$ cat src/hw/rtl/pfp_pkg.sv
// Package for the parameter frame parser: name table, codes, FSM states and
// the command/status structs between controller and datapath.
// No dependencies.
package pfp_pkg;

    localparam int DEF_MAX_NAME_BYTES = 16;
    localparam int DEF_MAX_WORDS      = 16;
    localparam int NAME_COUNT         = 5;
    localparam int TABLE_ENTRIES      = 5;
    localparam int SEARCH_ENTRIES     = (NAME_COUNT < TABLE_ENTRIES) ? NAME_COUNT
                                                                     : TABLE_ENTRIES;
    localparam int NAME_MAX_LEN       = 10;

    localparam int KIND_W  = 2;
    localparam int INDEX_W = 3;
    localparam int ERR_W   = 3;

    // Names right-aligned in 80 bits, first character at the top.
    // Entry 0 is written as its character codes.
    localparam logic [8*NAME_MAX_LEN-1:0] NAME_STR [TABLE_ENTRIES] =
        '{80'h4C4F_4144_5F53_5441_5254, "OneParam", "PID", "CascadePID", "TrackBar"};
    localparam int NAME_LEN [TABLE_ENTRIES] = '{10, 8, 3, 10, 8};

    localparam logic [KIND_W-1:0] KIND_PARAM = 2'd0;
    localparam logic [KIND_W-1:0] KIND_WAVE  = 2'd1;
    localparam logic [KIND_W-1:0] KIND_ERROR = 2'd2;

    localparam logic [ERR_W-1:0] ERR_NONE     = 3'd0;
    localparam logic [ERR_W-1:0] ERR_BAD_ID   = 3'd1;
    localparam logic [ERR_W-1:0] ERR_TOO_LONG = 3'd2;
    localparam logic [ERR_W-1:0] ERR_UNKNOWN  = 3'd3;
    localparam logic [ERR_W-1:0] ERR_BAD_TAIL = 3'd4;

    localparam int PADDR_W = 4;
    localparam logic [1:0] REG_START = 2'd0;
    localparam logic [1:0] REG_ID    = 2'd1;
    localparam logic [1:0] REG_TAIL  = 2'd2;

    localparam logic [7:0] RST_START = 8'd165;
    localparam logic [7:0] RST_ID    = 8'd1;
    localparam logic [7:0] RST_TAIL  = 8'd90;

    typedef struct packed {
        logic [7:0] start_byte;
        logic [7:0] param_id_byte;
        logic [7:0] tail_byte;
    } cfg_t;

    typedef enum logic [3:0] {
        ST_HUNT,
        ST_ID,
        ST_NLEN,
        ST_WCNT,
        ST_NAME,
        ST_DATA,
        ST_TAIL,
        ST_READ,
        ST_EMIT
    } state_t;

    typedef enum logic [1:0] {
        OUT_ERR,
        OUT_FINISH,
        OUT_WORD
    } out_sel_t;

    typedef struct packed {
        logic             ld_nlen;
        logic             ld_wcnt;
        logic             name_step;
        logic             data_step;
        logic             wave_update;
        logic             emit_start;
        logic             emit_step;
        logic             out_load;
        out_sel_t         out_sel;
        logic [ERR_W-1:0] err_code;
    } ctrl_cmd_t;

    typedef struct packed {
        logic start_hit;
        logic id_ok;
        logic too_long;
        logic rx_zero;
        logic nlen_zero;
        logic name_done;
        logic data_done;
        logic words_zero;
        logic tail_ok;
        logic found;
        logic emit_last;
        logic out_free;
    } dp_stat_t;

    // Character at position pos of table entry e, zero past its end.
    function automatic logic [7:0] name_char(input int e, input int pos);
        logic [7:0] ch;
        ch = 8'd0;
        if (pos < NAME_LEN[e])
        begin
            ch = NAME_STR[e][8*(NAME_LEN[e]-1-pos) +: 8];
        end
        return ch;
    endfunction

endpackage

$ cat src/hw/rtl/pfp_rx_if.sv
// Byte input channel of the parameter frame parser.
// No dependencies.
interface pfp_rx_if;
    logic       valid;
    logic       ready;
    logic [7:0] rx_byte;

    modport source (output valid, output rx_byte, input ready);
    modport sink (input valid, input rx_byte, output ready);
endinterface

$ cat src/hw/rtl/pfp_res_if.sv
// Result channel of the parameter frame parser.
// Depends on pfp_pkg.
interface pfp_res_if #(
    parameter int COUNT_W = $clog2(pfp_pkg::DEF_MAX_WORDS + 1)
);
    import pfp_pkg::*;

    logic               valid;
    logic               ready;
    logic [KIND_W-1:0]  kind;
    logic [INDEX_W-1:0] entry_index;
    logic [31:0]        word_value;
    logic [COUNT_W-1:0] word_count;
    logic [INDEX_W-1:0] wave_select;
    logic [ERR_W-1:0]   error_code;
    logic               last;

    modport source (output valid, output kind, output entry_index, output word_value,
                    output word_count, output wave_select, output error_code,
                    output last, input ready);
    modport sink (input valid, input kind, input entry_index, input word_value,
                  input word_count, input wave_select, input error_code,
                  input last, output ready);
endinterface

$ cat src/hw/rtl/param_frame_parser.sv
// Parameter frame parser top level: APB config, controller, datapath.
// Depends on pfp_pkg, pfp_rx_if, pfp_res_if, pfp_cfg_regs, pfp_ctrl, pfp_datapath.
//
// Usage: received bytes arrive one per transfer on rx (valid/ready). A frame is
// start, id, name length, word count, name bytes, 4*count data bytes, tail.
// Results leave on result (valid/ready), each frame ending with one marked last:
// a parameter word per data word, a finish or wave change if none, or an error.
// Output: an error or a frame without words is loaded into the output register
// at the edge that takes its closing byte. The first word of a burst is loaded
// in ST_EMIT after ST_READ, and each later word passes ST_READ and ST_EMIT (one
// registered read port on the word buffer); no input is taken during the drain.
// Throughput: one byte per cycle outside the word drain; an id, count or
// tail byte waits until the output register is free.
// Stall: a stalled receiver holds the result register; bytes that cannot make a
// result keep flowing.
// Reset: rst_n clears the controller to hunting, drops any pending result, turns
// the wave display off and restores the register defaults (start 165, id 1,
// tail 90). The word buffer needs no clearing: each word is written before read.
// Registers: start byte at 0x0, id byte at 0x4, tail byte at 0x8.
module param_frame_parser #(
    parameter int MAX_NAME_BYTES = pfp_pkg::DEF_MAX_NAME_BYTES,
    parameter int MAX_WORDS      = pfp_pkg::DEF_MAX_WORDS
) (
    input  logic                        clk,
    input  logic                        rst_n,
    input  logic                        psel,
    input  logic                        penable,
    input  logic                        pwrite,
    input  logic [pfp_pkg::PADDR_W-1:0] paddr,
    input  logic [31:0]                 pwdata,
    output logic [31:0]                 prdata,
    output logic                        pready,
    pfp_rx_if.sink                      rx,
    pfp_res_if.source                   result
);
    import pfp_pkg::*;

    localparam int COUNT_W = $clog2(MAX_WORDS + 1);

    cfg_t      cfg;
    ctrl_cmd_t cmd;
    dp_stat_t  stat;
    logic      rx_ready;

    assign rx.ready = rx_ready;

    pfp_cfg_regs u_cfg (
        .clk     (clk),
        .rst_n   (rst_n),
        .psel    (psel),
        .penable (penable),
        .pwrite  (pwrite),
        .paddr   (paddr),
        .pwdata  (pwdata),
        .prdata  (prdata),
        .pready  (pready),
        .cfg     (cfg)
    );

    pfp_ctrl u_ctrl (
        .clk      (clk),
        .rst_n    (rst_n),
        .in_valid (rx.valid),
        .in_ready (rx_ready),
        .stat     (stat),
        .cmd      (cmd)
    );

    pfp_datapath #(
        .MAX_NAME_BYTES (MAX_NAME_BYTES),
        .MAX_WORDS      (MAX_WORDS),
        .COUNT_W        (COUNT_W)
    ) u_dp (
        .clk         (clk),
        .rst_n       (rst_n),
        .cfg         (cfg),
        .rx_byte     (rx.rx_byte),
        .cmd         (cmd),
        .stat        (stat),
        .out_ready   (result.ready),
        .out_valid   (result.valid),
        .kind        (result.kind),
        .entry_index (result.entry_index),
        .word_value  (result.word_value),
        .word_count  (result.word_count),
        .wave_select (result.wave_select),
        .error_code  (result.error_code),
        .last        (result.last)
    );

endmodule

$ cat src/hw/rtl/pfp_cfg_regs.sv
// APB configuration registers: start byte, id byte, tail byte.
// Depends on pfp_pkg.
module pfp_cfg_regs (
    input  logic                   clk,
    input  logic                   rst_n,
    input  logic                   psel,
    input  logic                   penable,
    input  logic                   pwrite,
    input  logic [pfp_pkg::PADDR_W-1:0] paddr,
    input  logic [31:0]            pwdata,
    output logic [31:0]            prdata,
    output logic                   pready,
    output pfp_pkg::cfg_t          cfg
);
    import pfp_pkg::*;

    cfg_t       cfg_reg;
    logic       wr_en;
    logic [1:0] reg_idx;

    assign pready  = 1'b1;
    assign wr_en   = psel && penable && pwrite;
    assign reg_idx = paddr[3:2];
    assign cfg     = cfg_reg;

    always_ff @(posedge clk or negedge rst_n)
    begin
        if (!rst_n)
        begin
            cfg_reg.start_byte    <= RST_START;
            cfg_reg.param_id_byte <= RST_ID;
            cfg_reg.tail_byte     <= RST_TAIL;
        end
        else if (wr_en)
        begin
            case (reg_idx)
                REG_START: cfg_reg.start_byte    <= pwdata[7:0];
                REG_ID:    cfg_reg.param_id_byte <= pwdata[7:0];
                REG_TAIL:  cfg_reg.tail_byte     <= pwdata[7:0];
                default:   ;
            endcase
        end
    end

    always_comb
    begin
        case (reg_idx)
            REG_START: prdata = {24'd0, cfg_reg.start_byte};
            REG_ID:    prdata = {24'd0, cfg_reg.param_id_byte};
            REG_TAIL:  prdata = {24'd0, cfg_reg.tail_byte};
            default:   prdata = 32'd0;
        endcase
    end

endmodule

$ cat src/hw/rtl/pfp_ctrl.sv
// Frame controller: walks the frame layout and issues datapath commands.
// Depends on pfp_pkg.
module pfp_ctrl (
    input  logic                  clk,
    input  logic                  rst_n,
    input  logic                  in_valid,
    output logic                  in_ready,
    input  pfp_pkg::dp_stat_t     stat,
    output pfp_pkg::ctrl_cmd_t    cmd
);
    import pfp_pkg::*;

    state_t state_reg;
    state_t state_next;
    logic   acc;

    always_ff @(posedge clk or negedge rst_n)
    begin
        if (!rst_n)
        begin
            state_reg <= ST_HUNT;
        end
        else
        begin
            state_reg <= state_next;
        end
    end

    always_comb
    begin
        state_next = state_reg;
        cmd        = '0;
        cmd.out_sel  = OUT_ERR;
        cmd.err_code = ERR_NONE;

        // bytes that can end a frame wait until the result register is free
        case (state_reg)
            ST_HUNT, ST_NLEN, ST_NAME, ST_DATA: in_ready = 1'b1;
            ST_ID, ST_WCNT, ST_TAIL:            in_ready = stat.out_free;
            default:                            in_ready = 1'b0;
        endcase
        acc = in_valid && in_ready;

        case (state_reg)
            ST_HUNT:
            begin
                if (acc && stat.start_hit)
                begin
                    state_next = ST_ID;
                end
            end
            ST_ID:
            begin
                if (acc)
                begin
                    if (!stat.id_ok)
                    begin
                        cmd.out_load = 1'b1;
                        cmd.err_code = ERR_BAD_ID;
                        state_next   = ST_HUNT;
                    end
                    else
                    begin
                        state_next = ST_NLEN;
                    end
                end
            end
            ST_NLEN:
            begin
                if (acc)
                begin
                    cmd.ld_nlen = 1'b1;
                    state_next  = ST_WCNT;
                end
            end
            ST_WCNT:
            begin
                if (acc)
                begin
                    if (stat.too_long)
                    begin
                        cmd.out_load = 1'b1;
                        cmd.err_code = ERR_TOO_LONG;
                        state_next   = ST_HUNT;
                    end
                    else
                    begin
                        cmd.ld_wcnt = 1'b1;
                        if (!stat.nlen_zero)
                            state_next = ST_NAME;
                        else if (stat.rx_zero)
                            state_next = ST_TAIL;
                        else
                            state_next = ST_DATA;
                    end
                end
            end
            ST_NAME:
            begin
                if (acc)
                begin
                    cmd.name_step = 1'b1;
                    if (stat.name_done)
                        state_next = stat.words_zero ? ST_TAIL : ST_DATA;
                end
            end
            ST_DATA:
            begin
                if (acc)
                begin
                    cmd.data_step = 1'b1;
                    if (stat.data_done)
                        state_next = ST_TAIL;
                end
            end
            ST_TAIL:
            begin
                if (acc)
                begin
                    if (!stat.tail_ok)
                    begin
                        cmd.out_load = 1'b1;
                        cmd.err_code = ERR_BAD_TAIL;
                        state_next   = ST_HUNT;
                    end
                    else if (!stat.found)
                    begin
                        cmd.out_load = 1'b1;
                        cmd.err_code = ERR_UNKNOWN;
                        state_next   = ST_HUNT;
                    end
                    else
                    begin
                        cmd.wave_update = 1'b1;
                        if (stat.words_zero)
                        begin
                            cmd.out_load = 1'b1;
                            cmd.out_sel  = OUT_FINISH;
                            state_next   = ST_HUNT;
                        end
                        else
                        begin
                            cmd.emit_start = 1'b1;
                            state_next     = ST_READ;
                        end
                    end
                end
            end
            ST_READ:
            begin
                state_next = ST_EMIT;
            end
            ST_EMIT:
            begin
                if (stat.out_free)
                begin
                    cmd.out_load = 1'b1;
                    cmd.out_sel  = OUT_WORD;
                    if (stat.emit_last)
                    begin
                        state_next = ST_HUNT;
                    end
                    else
                    begin
                        cmd.emit_step = 1'b1;
                        state_next    = ST_READ;
                    end
                end
            end
            default:
            begin
                state_next = ST_HUNT;
            end
        endcase
    end

endmodule

$ cat src/hw/rtl/pfp_datapath.sv
// Frame datapath: field registers, name matcher, word buffer, wave selection
// and the result register. Depends on pfp_pkg.
module pfp_datapath #(
    parameter int MAX_NAME_BYTES = pfp_pkg::DEF_MAX_NAME_BYTES,
    parameter int MAX_WORDS      = pfp_pkg::DEF_MAX_WORDS,
    parameter int COUNT_W        = $clog2(MAX_WORDS + 1)
) (
    input  logic                          clk,
    input  logic                          rst_n,
    input  pfp_pkg::cfg_t                 cfg,
    input  logic [7:0]                    rx_byte,
    input  pfp_pkg::ctrl_cmd_t            cmd,
    output pfp_pkg::dp_stat_t             stat,
    input  logic                          out_ready,
    output logic                          out_valid,
    output logic [pfp_pkg::KIND_W-1:0]    kind,
    output logic [pfp_pkg::INDEX_W-1:0]   entry_index,
    output logic [31:0]                   word_value,
    output logic [COUNT_W-1:0]            word_count,
    output logic [pfp_pkg::INDEX_W-1:0]   wave_select,
    output logic [pfp_pkg::ERR_W-1:0]     error_code,
    output logic                          last
);
    import pfp_pkg::*;

    localparam int SPAN   = (MAX_NAME_BYTES > 4*MAX_WORDS) ? MAX_NAME_BYTES : 4*MAX_WORDS;
    localparam int CNT_W  = $clog2(SPAN + 1);
    localparam int AW     = (MAX_WORDS > 1) ? $clog2(MAX_WORDS) : 1;
    localparam int CMP_W  = CNT_W + 2;

    logic [7:0]               nlen_reg;
    logic [COUNT_W-1:0]       words_reg;
    logic [CNT_W-1:0]         cnt_reg;
    logic [TABLE_ENTRIES-1:0] flags_reg;
    logic [TABLE_ENTRIES-1:0] flags_next;
    logic [23:0]              asm_reg;
    logic [AW-1:0]            idx_reg;
    logic [INDEX_W-1:0]       hit_reg;
    logic [INDEX_W-1:0]       wave_reg;
    logic [INDEX_W-1:0]       wave_next;
    logic [31:0]              rd_data_reg;
    logic [31:0]              buf_mem [MAX_WORDS];

    logic                     out_valid_reg;
    logic [KIND_W-1:0]        kind_reg;
    logic [INDEX_W-1:0]       index_reg;
    logic [31:0]              value_reg;
    logic [COUNT_W-1:0]       count_reg;
    logic [INDEX_W-1:0]       wsel_reg;
    logic [ERR_W-1:0]         err_reg;
    logic                     last_reg;

    logic [CMP_W-1:0]         cnt_inc;
    logic [AW-1:0]            waddr;
    logic [1:0]               lane;
    logic                     found;
    logic [INDEX_W-1:0]       hit;

    assign cnt_inc = CMP_W'(cnt_reg) + CMP_W'(1);
    assign waddr   = cnt_reg[2 +: AW];
    assign lane    = cnt_reg[1:0];

    // name matcher: drop entries whose text differs at or ends before this position
    always_comb
    begin
        flags_next = flags_reg;
        for (int e = 0; e < TABLE_ENTRIES; e++)
        begin
            if (int'(cnt_reg) >= NAME_LEN[e] || name_char(e, int'(cnt_reg)) != rx_byte)
                flags_next[e] = 1'b0;
        end
    end

    // lowest matching entry of full length wins
    always_comb
    begin
        found = 1'b0;
        hit   = '0;
        for (int e = 0; e < SEARCH_ENTRIES; e++)
        begin
            if (!found && flags_reg[e] && nlen_reg != 8'd0 && nlen_reg == 8'(NAME_LEN[e]))
            begin
                found = 1'b1;
                hit   = INDEX_W'(e);
            end
        end
    end

    always_comb
    begin
        wave_next = wave_reg;
        if (words_reg == '0 && hit != '0)
            wave_next = (wave_reg == hit) ? INDEX_W'(0) : hit;
        else if (hit == '0)
            wave_next = '0;
    end

    always_comb
    begin
        stat.start_hit  = rx_byte == cfg.start_byte;
        stat.id_ok      = rx_byte == cfg.param_id_byte;
        stat.too_long   = nlen_reg > 8'(MAX_NAME_BYTES) || rx_byte > 8'(MAX_WORDS);
        stat.rx_zero    = rx_byte == 8'd0;
        stat.nlen_zero  = nlen_reg == 8'd0;
        stat.name_done  = cnt_inc >= CMP_W'(nlen_reg);
        stat.data_done  = cnt_inc >= CMP_W'({words_reg, 2'b00});
        stat.words_zero = words_reg == '0;
        stat.tail_ok    = rx_byte == cfg.tail_byte;
        stat.found      = found;
        stat.emit_last  = (CMP_W'(idx_reg) + CMP_W'(1)) == CMP_W'(words_reg);
        stat.out_free   = !out_valid_reg || out_ready;
    end

    always_ff @(posedge clk)
    begin
        if (cmd.ld_nlen)
            nlen_reg <= rx_byte;
        if (cmd.ld_wcnt)
        begin
            words_reg <= COUNT_W'(rx_byte);
            cnt_reg   <= '0;
            flags_reg <= '1;
        end
        else if (cmd.name_step)
        begin
            flags_reg <= flags_next;
            cnt_reg   <= stat.name_done ? CNT_W'(0) : CNT_W'(cnt_inc);
        end
        else if (cmd.data_step)
        begin
            cnt_reg <= stat.data_done ? CNT_W'(0) : CNT_W'(cnt_inc);
        end
        if (cmd.data_step)
        begin
            case (lane)
                2'd0:    asm_reg[7:0]   <= rx_byte;
                2'd1:    asm_reg[15:8]  <= rx_byte;
                2'd2:    asm_reg[23:16] <= rx_byte;
                default: ;
            endcase
        end
        if (cmd.wave_update)
            hit_reg <= hit;
        if (cmd.emit_start)
            idx_reg <= '0;
        else if (cmd.emit_step)
            idx_reg <= idx_reg + AW'(1);
    end

    // word buffer, written once all four bytes of a word are in
    always_ff @(posedge clk)
    begin
        if (cmd.data_step && lane == 2'd3)
            buf_mem[waddr] <= {rx_byte, asm_reg};
        rd_data_reg <= buf_mem[idx_reg];
    end

    always_ff @(posedge clk or negedge rst_n)
    begin
        if (!rst_n)
        begin
            wave_reg      <= '0;
            out_valid_reg <= 1'b0;
        end
        else
        begin
            if (cmd.wave_update)
                wave_reg <= wave_next;
            if (cmd.out_load)
                out_valid_reg <= 1'b1;
            else if (out_ready)
                out_valid_reg <= 1'b0;
        end
    end

    always_ff @(posedge clk)
    begin
        if (cmd.out_load)
        begin
            case (cmd.out_sel)
                OUT_FINISH:
                begin
                    kind_reg  <= (hit == '0) ? KIND_PARAM : KIND_WAVE;
                    index_reg <= hit;
                    value_reg <= '0;
                    count_reg <= '0;
                    wsel_reg  <= wave_next;
                    err_reg   <= ERR_NONE;
                    last_reg  <= 1'b1;
                end
                OUT_WORD:
                begin
                    kind_reg  <= KIND_PARAM;
                    index_reg <= hit_reg;
                    value_reg <= rd_data_reg;
                    count_reg <= words_reg;
                    wsel_reg  <= wave_reg;
                    err_reg   <= ERR_NONE;
                    last_reg  <= stat.emit_last;
                end
                default:
                begin
                    kind_reg  <= KIND_ERROR;
                    index_reg <= '0;
                    value_reg <= '0;
                    count_reg <= '0;
                    wsel_reg  <= wave_reg;
                    err_reg   <= cmd.err_code;
                    last_reg  <= 1'b1;
                end
            endcase
        end
    end

    assign out_valid   = out_valid_reg;
    assign kind        = kind_reg;
    assign entry_index = index_reg;
    assign word_value  = value_reg;
    assign word_count  = count_reg;
    assign wave_select = wsel_reg;
    assign error_code  = err_reg;
    assign last        = last_reg;

endmodule
$ cat src/flat_wrapper.sv
// flat-port wrapper written by rule: the top's interface ports become plain ports
module param_frame_parser_flat import pfp_pkg::*;
#(
    parameter int MAX_NAME_BYTES = pfp_pkg::DEF_MAX_NAME_BYTES,
    parameter int MAX_WORDS      = pfp_pkg::DEF_MAX_WORDS
)
  (clk, rst_n, psel, penable, pwrite, paddr, pwdata, prdata, pready, rx_valid, rx_rx_byte, rx_ready, result_valid, result_kind, result_entry_index, result_word_value, result_word_count, result_wave_select, result_error_code, result_last, result_ready);
  pfp_rx_if rx_i ();
  pfp_res_if result_i ();
  input  logic clk;
  input  logic rst_n;
  input  logic psel;
  input  logic penable;
  input  logic pwrite;
  input  logic [pfp_pkg::PADDR_W-1:0] paddr;
  input  logic [31:0] pwdata;
  output logic [31:0] prdata;
  output logic pready;
  input wire logic [$bits(rx_i.valid)-1:0] rx_valid;
  input wire logic [$bits(rx_i.rx_byte)-1:0] rx_rx_byte;
  output wire logic [$bits(rx_i.ready)-1:0] rx_ready;
  output wire logic [$bits(result_i.valid)-1:0] result_valid;
  output wire logic [$bits(result_i.kind)-1:0] result_kind;
  output wire logic [$bits(result_i.entry_index)-1:0] result_entry_index;
  output wire logic [$bits(result_i.word_value)-1:0] result_word_value;
  output wire logic [$bits(result_i.word_count)-1:0] result_word_count;
  output wire logic [$bits(result_i.wave_select)-1:0] result_wave_select;
  output wire logic [$bits(result_i.error_code)-1:0] result_error_code;
  output wire logic [$bits(result_i.last)-1:0] result_last;
  input wire logic [$bits(result_i.ready)-1:0] result_ready;
  assign rx_i.valid = rx_valid;
  assign rx_i.rx_byte = rx_rx_byte;
  assign rx_ready = rx_i.ready;
  assign result_valid = result_i.valid;
  assign result_kind = result_i.kind;
  assign result_entry_index = result_i.entry_index;
  assign result_word_value = result_i.word_value;
  assign result_word_count = result_i.word_count;
  assign result_wave_select = result_i.wave_select;
  assign result_error_code = result_i.error_code;
  assign result_last = result_i.last;
  assign result_i.ready = result_ready;
  param_frame_parser #(.MAX_NAME_BYTES(MAX_NAME_BYTES), .MAX_WORDS(MAX_WORDS)) u_core (.clk(clk), .rst_n(rst_n), .psel(psel), .penable(penable), .pwrite(pwrite), .paddr(paddr), .pwdata(pwdata), .prdata(prdata), .pready(pready), .rx(rx_i), .result(result_i));
endmodule
$ cat config.mk
export PLATFORM = sky130hd
export DESIGN_NAME = param_frame_parser_flat
export DESIGN_NICKNAME = d
export VERILOG_FILES = /design/src/hw/rtl/pfp_pkg.sv /design/src/hw/rtl/pfp_rx_if.sv /design/src/hw/rtl/pfp_res_if.sv /design/src/hw/rtl/param_frame_parser.sv /design/src/hw/rtl/pfp_cfg_regs.sv /design/src/hw/rtl/pfp_ctrl.sv /design/src/hw/rtl/pfp_datapath.sv /design/src/flat_wrapper.sv
export SDC_FILE = /design/constraint.sdc
export NUM_CORES = 1
export LEC_CHECK = 0
export BUFFER_PORTS_ARGS = -buffer_cell sky130_fd_sc_hd__buf_4
export CAP_MARGIN = 15
export CORE_ASPECT_RATIO = 0.5
export CORE_UTILIZATION = 45
export DETAILED_ROUTE_END_ITERATION = 16
export PLACE_DENSITY = 0.58
export REMOVE_ABC_BUFFERS = 1
export SLEW_MARGIN = 10
export SYNTH_ARGS = -nofsm -noshare
export SYNTH_HDL_FRONTEND = slang
export SYNTH_SLANG_ARGS = --single-unit
$ cat constraint.sdc
create_clock -name clk -period 8.1 [get_ports clk]
set_input_delay 1.62 -clock clk [delete_from_list [all_inputs] [get_ports clk]]
set_output_delay 1.62 -clock clk [all_outputs]
set_load 0.03 [all_outputs]
==> qor.csv <==
metric;value;unit
start_kind;primary input;
n_antenna_cell;0;
power_density;237;nW/um^2
synthFlopType;edfxtp_1;
die_h;179;um
hold_viol;0;
largest_reg_flops;512;
switching_share;0.240;
fillers;4904;
yosysWarnings;0;
power_frac_clock;0.381;
seq_area_frac_synth;0.700;
clk_pin_slew;0.07;ns
worstPathMaxFanout;12;
rr_worst_depth;12;
crit_arrival;2.78;ns
routed_wirelength;64.6;mm
die_x;357;um
min_period;4.40;ns
place_congestion;0.848;
pwr-share-comb;0.087;
min_to;u_core.u_dp.word_value[27];
p_int;5.72;mW
antenna_found_initial;1;
ir_drop;0.000205;V
avgSynthCellArea;17.7;um^2
cp_num_buf_inv;2;
io_pins;135;
coreArea;61700;um^2
max_freq;0.227;GHz
crit_chain;buf_4 -> nor2b_1 -> nand2_1 -> o21ai_0 -> buf_4;
timing.rr.end;u_core.u_dp.cnt_reg[4];
drt_iter0_markers;1471;
clock-root-buffer;clkbuf_16;
cp-end-kind;output port;
cp_slowest_cell;nor2b_1;
critPathMaxStageDelay;0.51;ns
maxCapViolCount;0;
cts_buffers;58;
status;complete, no violations;
crit_required;6.48;ns
worstHoldStart;u_core.u_dp.rd_data_reg[27];
skew;0.0290;ns
grt_pass1_vias;15200;
p_sw;1.81;mW
cts_tree;built;
r2r_start;u_core.u_dp.cnt_reg[1];
drv_slew;0;
rows;64;
wl_per_cell;25.3;um
leakage;10.5;nW
syn_to_final_growth;12.1;%
synth_edf_count;601;
cts_sinks;681;
clockBufferDepth;3;
fin_crit_sh;0.543;
ys_types;90;
critPathTopFamily;simple AND/OR/NAND/NOR gates;
setup_violations;0;
cpMostUsedCell;buf_4;
tns;0;ns
yosys.area.top_type;edfxtp_1;
drive_above_1_share;0.257;
synth_common_cells;edfxtp_1 (601), mux4_2 (160), nor2_1 (58), nand2_1 (54), clkbuf_1 (51);
rrSetupSlack;4.16;ns
vias_per_cell;5.87;
path_class;primary input to output port;
synth_top_area_share;0.637;
hold_depth;1;
dp_hpwl;34.4;mm
seqPwrFrac;0.532;
start_util;0.459;
power.total;7.53;mW
overflow;0;
first_pass_iters;7;
vias;15000;
dieArea;64000;um^2
fin_nets;1756;
relSlewSlack;0.214;
synth.cell_area;28300;um^2
ant_nets;0;
tightest_slew;1.18;ns
synthArstFlopShare;0.0470;
grt_setup_unrepaired;no;
numPortBuffers;83;
hold_path_class;register to register;
postCtsSetupRepairBufs;0;
grt.total_usage;0.201;
cts-htree-levels;2;
synthMostInstantiatedCell;edfxtp_1;
postCtsResizedCells;0;
ys_ff_latch;681;
synthTopCellsByArea;edfxtp_1 (64%), mux4_2 (13%), dfxtp_1 (3.4%);
drt_drc_violations_left;0;
grt_max_degree;68;
synth_cells;1599;
ctsHoldBuffers;0;
clk_latency;0.63;ns
grt_pass1_wl;95.0;mm
## metrics by stage
stage,worst slack (ns),utilization,instances,area [um^2],hold slack [ns]
after detailed placement,3.38,0.483,2444,29800,0.497
after CTS,3.71,0.515,2554,31700,0.509
after floorplan,0.953,-,1511,27800,0.482
after global routing,3.60,0.515,2554,31700,0.522
after global placement,3.44,0.483,2444,29800,0.494
final,3.70,0.515,2554,31700,0.503
## per-layer routing
layer | vias to the layer above | wire length (um) | track usage
met5 | - | 0 | 0
met4 | 0 | 1010 | 0.0426
met3 | 106 | 4040 | 0.0322
met2 | 565 | 30700 | 0.328
met1 | 7836 | 28800 | 0.289
li1 | 6496 | - | -
## how the worst max path moves through the flow
| stage | cells past startpoint | startpoint | endpoint | slack [ns] |
|---|---|---|---|---|
| global route | 5 | paddr[2] | prdata[7] | 3.60 |
| global placement | 10 | rx_rx_byte[0] | u_core.u_dp.entry_index[0] | 3.44 |
| floorplan | 6 | u_core.u_dp.idx_reg[0] | u_core.u_dp.idx_reg[0] | 0.95 |
| detailed placement | 10 | rx_rx_byte[0] | u_core.u_dp.entry_index[0] | 3.38 |
| finish | 5 | paddr[2] | prdata[7] | 3.70 |
| CTS | 5 | paddr[2] | prdata[7] | 3.71 |
## kinds of logic (layout without fill, tap and decap cells)
kind of cell / after synthesis / after routing / share of synthesized area
DFF: 681 / 681 / 0.700
xor gates and xnor gates: 52 / 52 / 0.0170
and+or+nand+nor: 314 / 314 / 0.0610
muxes: 198 / 198 / 0.142
buffers and inverters: 148 / 255 / 0.0259
AOI/OAI and AO/OA: 177 / 177 / 0.0421
other: 2 / 25 / 0.000265
adders and majority gates: 27 / 27 / 0.0118
## power by group through the flow
stage               combinational [mW]  clock [mW]  sequential [mW]
CTS                              0.659        2.93             4.01
global route                     0.705        3.06             4.02
global placement                 0.640           0             4.08
floorplan                        0.314           0             4.18
detailed placement               0.657           0             4.08
finish                           0.654        2.87             4.01
## placed cells by master, fill, tap and decap left out, types with 16 or more instances in the layout
master     instances
nand3_1           22
nor3_1            19
xnor2_1           19
a21oi_1           34
o21ai_0           43
nand2_1           54
nor2_1            47
xor2_1            31
and2_1            42
mux4_2           160
conb_1            25
dfxtp_1           44
nand2b_1          16
inv_1             34
ha_1              25
dfrtp_1           23
mux2_2            25
edfxtp_1         601
buf_4            108
clkbuf_16         59
## final cells by class
type | count | area [um^2] | share of cell area
clock buffers | 74 | 1560 | 0.0492
flip-flops and latches | 681 | 19800 | 0.625
inverters | 37 | 139 | 0.00437
repair buffers | 108 | 811 | 0.0255
multi-input cells | 793 | 7980 | 0.251
well taps | 825 | 1030 | 0.0325
clock inverters | 36 | 395 | 0.0125
Note: power is estimated with default switching activity, not from simulation.
